===== src/rtl/spc_pkg.sv =====
// shared types and constants of the stack permutation checker
// no dependencies; used by every design module of the block
`timescale 1ns / 1ps

package spc_pkg;

  // width of one sequence value, of the length register and of a target
  localparam int VAL_W = 7;

  // default number of stack cells
  localparam int MAX_LEN_DEF = 64;

  // reset value of the length register
  localparam logic [VAL_W-1:0] SEQ_LEN_RST = 7'd64;

  // register index as seen through the upper address bit
  localparam logic REG_SEQ_LEN = 1'b0;

  // control sequencer states
  typedef enum logic {
    ST_IDLE,
    ST_EVAL
  } st_e;

  // shift command broadcast to every stack cell
  typedef struct packed {
    logic push;
    logic pop;
  } stack_cmd_t;

endpackage


===== src/rtl/spc_cell.sv =====
// one cell of the shifting stack: holds one value
// depends on spc_pkg for the value width and the shift command type
`timescale 1ns / 1ps

module spc_cell (
  input  logic                        clk_i,
  input  spc_pkg::stack_cmd_t         cmd_i,
  input  logic [spc_pkg::VAL_W-1:0]   from_up_i,
  input  logic [spc_pkg::VAL_W-1:0]   from_down_i,
  output logic [spc_pkg::VAL_W-1:0]   val_o
);
  import spc_pkg::*;

  logic [VAL_W-1:0] val_q;

  // push moves values away from the top, pop moves them towards it
  always_ff @(posedge clk_i) begin
    if (cmd_i.push) begin
      val_q <= from_up_i;
    end else if (cmd_i.pop) begin
      val_q <= from_down_i;
    end
  end

  assign val_o = val_q;

endmodule


===== src/rtl/spc_stack.sv =====
// stack built as a chain of spc_cell, cell 0 being the top
// depends on spc_pkg and spc_cell
`timescale 1ns / 1ps

module spc_stack #(
  parameter int DEPTH = spc_pkg::MAX_LEN_DEF
) (
  input  logic                        clk_i,
  input  spc_pkg::stack_cmd_t         cmd_i,
  input  logic [spc_pkg::VAL_W-1:0]   push_val_i,
  output logic [spc_pkg::VAL_W-1:0]   top_o
);
  import spc_pkg::*;

  logic [VAL_W-1:0] vals [DEPTH];

  // chain of cells, each linked to both neighbours
  for (genvar i = 0; i < DEPTH; i++) begin : g_cell
    logic [VAL_W-1:0] up;
    logic [VAL_W-1:0] down;

    if (i == 0) begin : g_top
      assign up = push_val_i;
    end else begin : g_mid
      assign up = vals[i-1];
    end

    if (i == DEPTH - 1) begin : g_bot
      assign down = '0;
    end else begin : g_inner
      assign down = vals[i+1];
    end

    spc_cell u_cell (
      .clk_i       (clk_i),
      .cmd_i       (cmd_i),
      .from_up_i   (up),
      .from_down_i (down),
      .val_o       (vals[i])
    );
  end

  assign top_o = vals[0];

endmodule


===== config.mk =====
export PLATFORM = sky130hd
export DESIGN_NAME = spc_stack
export DESIGN_NICKNAME = d
export VERILOG_FILES = /design/src/rtl/spc_pkg.sv /design/src/rtl/spc_cell.sv /design/src/rtl/spc_stack.sv
export SDC_FILE = /design/constraint.sdc
export NUM_CORES = 1
export LEC_CHECK = 0
export BUFFER_PORTS_ARGS = -buffer_cell sky130_fd_sc_hd__buf_2
export CORE_UTILIZATION = 68
export DETAILED_ROUTE_END_ITERATION = 8
export PLACE_DENSITY = 0.85
export SYNTH_ARGS = -nofsm -noshare
export SYNTH_HDL_FRONTEND = slang
export SYNTH_HIERARCHICAL = 1
export SYNTH_SLANG_ARGS = --single-unit

===== constraint.sdc =====
create_clock -name clk_i -period 2 [get_ports clk_i]
set_clock_uncertainty 0.1 [all_clocks]
set_input_delay 0.1 -clock clk_i [delete_from_list [all_inputs] [get_ports clk_i]]
set_output_delay 0.1 -clock clk_i [all_outputs]
set_load 0.02 [all_outputs]

==> flow_metrics.env <==
export IMPL_outcome="finished, final reports clean"
export IMPL_tightestPinTransition_ns=0.626
export IMPL_min_path_type="input port to register"
export IMPL_gr_total_overflow=0
export IMPL_critical_path_cell_chain="buf_2"
export IMPL_route_antenna_remaining_nets=0
export IMPL_cp_data_arrival_time_ns=1.16
export IMPL_netlist_cell_type_count=5
export IMPL_cts_max_level=2
export IMPL_cp_buffers_inverters=1
export IMPL_slew_headroom_pct=58.2
export IMPL_clock_path_buffers=3
export IMPL_worst_setup_path_type="register to output port"
export IMPL_timing_critical_path_to="top_o[2]"
export IMPL_initial_core_util_pct=69.5
export IMPL_fp_coreArea_um2=30700
export IMPL_finalWeightedCongestion=0.721
export IMPL_crit_path_end_kind="output port"
export IMPL_num_antenna_cells=0
export IMPL_syn_avg_cell_area_um2=20.8
export IMPL_grt_first_pass_wirelength_mm=59.0
export IMPL_setup_worst_path_start="g_cell[0].u_cell/val_o[2]$_DFFE_PP_"
export IMPL_ir_drop_mv=0.858
export IMPL_setup_repair_after_global_routing_missed_its_margin="false"
export IMPL_largest_register_ffs=448
export IMPL_timing_setup_tns_ns=0
export IMPL_io_buffers=16
export IMPL_route_vias_total=9194
export IMPL_cts_root_buffer="sky130_fd_sc_hd__clkbuf_16"
export IMPL_footprint_of_the_multi_input_gates_um2=7150
export IMPL_critical_path_peak_fanout=2
export IMPL_post_route_drc_count=0
export IMPL_initial_antenna_violation_count=0
export IMPL_largest_net_degree_at_the_start_of_global_routing=65
export IMPL_post_route_cells_drive_above_1_share_pct=51.0
export IMPL_layout_area_seq_um2=13500
export IMPL_worst_ep_required_time_ns=1.80
export IMPL_fmax_mhz=735
export IMPL_fin_crit_sh_pct=68.0
export IMPL_cts_buffers=45
export IMPL_leakagePower_nw=9.53
export IMPL_cts_setup_buffers=0
export IMPL_drt_pre_antenna_iters=5
export IMPL_vias_per_instance=6.12
export IMPL_floorplan_io_pins=17
export IMPL_syn2layout_area_growth_pct=9.56
export IMPL_worstSkewPairLatency_ns=0.54
export IMPL_ff2ff_setup_slack_ns=0.82
export IMPL_timing_final_setup_violations=0
export IMPL_final_hold_fails=0
export IMPL_total_power_w=0.0269
export IMPL_placed_cell_area_um2=21600
export IMPL_ys_ff_latch=448
export IMPL_first_global_vias=9697
export IMPL_chipHeight_um=179
export IMPL_clock_tree_from_tritoncts="done"
export IMPL_synth_seq_area_share_pct=63.1
export IMPL_worst_r2r_startpoint="g_cell[12].u_cell/val_o[4]$_DFFE_PP_"
export IMPL_hold_ws_ns=0.117
export IMPL_dieArea_um2=32000
export IMPL_critPathLaunchType="register"
export IMPL_drt_wirelength_per_cell_um=25.7
export IMPL_drt_iter0_markers=835
export IMPL_fp_row_count=64
export IMPL_global_route_usage_total_pct=24.8
export IMPL_worstSetupPathDepth=1
export IMPL_route_final_wire_length_mm=38.6
export IMPL_yosys_warnings=6
export IMPL_clock_tree_sinks=448
export IMPL_area_of_the_mapped_netlist_um2=21300
export IMPL_syn_inst=1025
export IMPL_die_w_um=179
export IMPL_post_dp_hpwl_mm=22.6
export IMPL_critical_path_max_stage_delay_ns=0.43
export IMPL_cp_slowest_cell="sky130_fd_sc_hd__edfxtp_1"
export IMPL_period_needed_ns=1.36
export IMPL_maxCapViolCount=0
export IMPL_drv_slew=0
export IMPL_num_fill_cells=1568
export IMPL_cellPowerDensity_nw_per_um2=1150
export IMPL_critical_path_top_delay_family="flip-flops"
export IMPL_path_clk_slew_ns=0.06
export IMPL_regToRegEndpoint="g_cell[11].u_cell/val_o[4]$_DFFE_PP_"
export IMPL_finalNetCount=1080
export IMPL_final_design_area_no_fill_um2=23300
export IMPL_r2r_cells=1
[metrics by stage]
stage               setup slack, ns  util [%]  std cells
global route                  0.617      76.1       1503
floorplan                     0.888         -       1031
global placement              0.304      70.6       1412
CTS                           0.620      76.1       1503
detailed placement            0.261      70.6       1412
finish                        0.640      76.1       1503
[where the power goes]
part	switching [W]	leakage, nW	internal [W]
sequential	0.00121	4.58	0.0126
clock	0.00360	0.793	0.00573
combinational	0.00114	4.15	0.00259
total	0.00595	9.53	0.0209
[timing repair]
action / CTS / global route
resized for setup: 0 / 0
hold buffers: 7 / 0
hold endpoints to repair: 7 / 0
[cell usage in the layout (no fill, tap or decap), drive strengths merged]
cell type    count
mux2           448
edfxtp         448
or2             64
clkbuf          55
buf             49
clkinv          16
bufinv          11
conb             7
dlygate4sd3      7
inv              1
clkinvlp         1
[cell usage after synthesis]
cell type / instances / share of area, %
sky130_fd_sc_hd__edfxtp_1: 448 / 63
sky130_fd_sc_hd__or2_1: 64 / 1.9
sky130_fd_sc_hd__mux2_4: 448 / 32
sky130_fd_sc_hd__conb_1: 1 / 0.018
sky130_fd_sc_hd__buf_6: 64 / 3.4
[per-layer routing]
layer	share of wire [%]	up-vias	global-route usage, %
li1	-	4062	-
met1	46	4856	36.7
met2	49	232	39.4
met3	4.2	44	3.39
met4	1.5	0	5.40
met5	0	-	0
[cells by family (layout without fill, tap and decap cells)]
group / count (synthesis) / count (layout) / share of synthesized area, %
other: 1 / 7 / 0.0176
muxes: 448 / 448 / 31.6
buffers and inverters: 64 / 140 / 3.38
DFF: 448 / 448 / 63.1
and+or+nand+nor: 64 / 64 / 1.88
[layout make-up]
cell class / count / share of cell area (%)
clock buffer: 55 / 5.17
clock inverter: 29 / 1.82
multi-input combinational: 519 / 30.6
sequential: 448 / 57.6
tap: 396 / 2.12
timing repair buffer: 56 / 2.61
[worst min-delay path by stage]
stage	start	endpoint	slack [ns]	cells past startpoint
floorplan	push_val_i[0]	g_cell[0].u_cell/val_o[0]$_DFFE_PP_	0.22	1
global placement	push_val_i[6]	g_cell[0].u_cell/val_o[6]$_DFFE_PP_	0.30	2
detailed placement	push_val_i[1]	g_cell[0].u_cell/val_o[1]$_DFFE_PP_	0.31	2
CTS	cmd_i[1]	g_cell[5].u_cell/val_o[4]$_DFFE_PP_	0.07	2
global route	cmd_i[1]	g_cell[7].u_cell/val_o[0]$_DFFE_PP_	0.1	2
finish	cmd_i[1]	g_cell[8].u_cell/val_o[3]$_DFFE_PP_	0.12	2
Power figures use the tool's default switching activity.
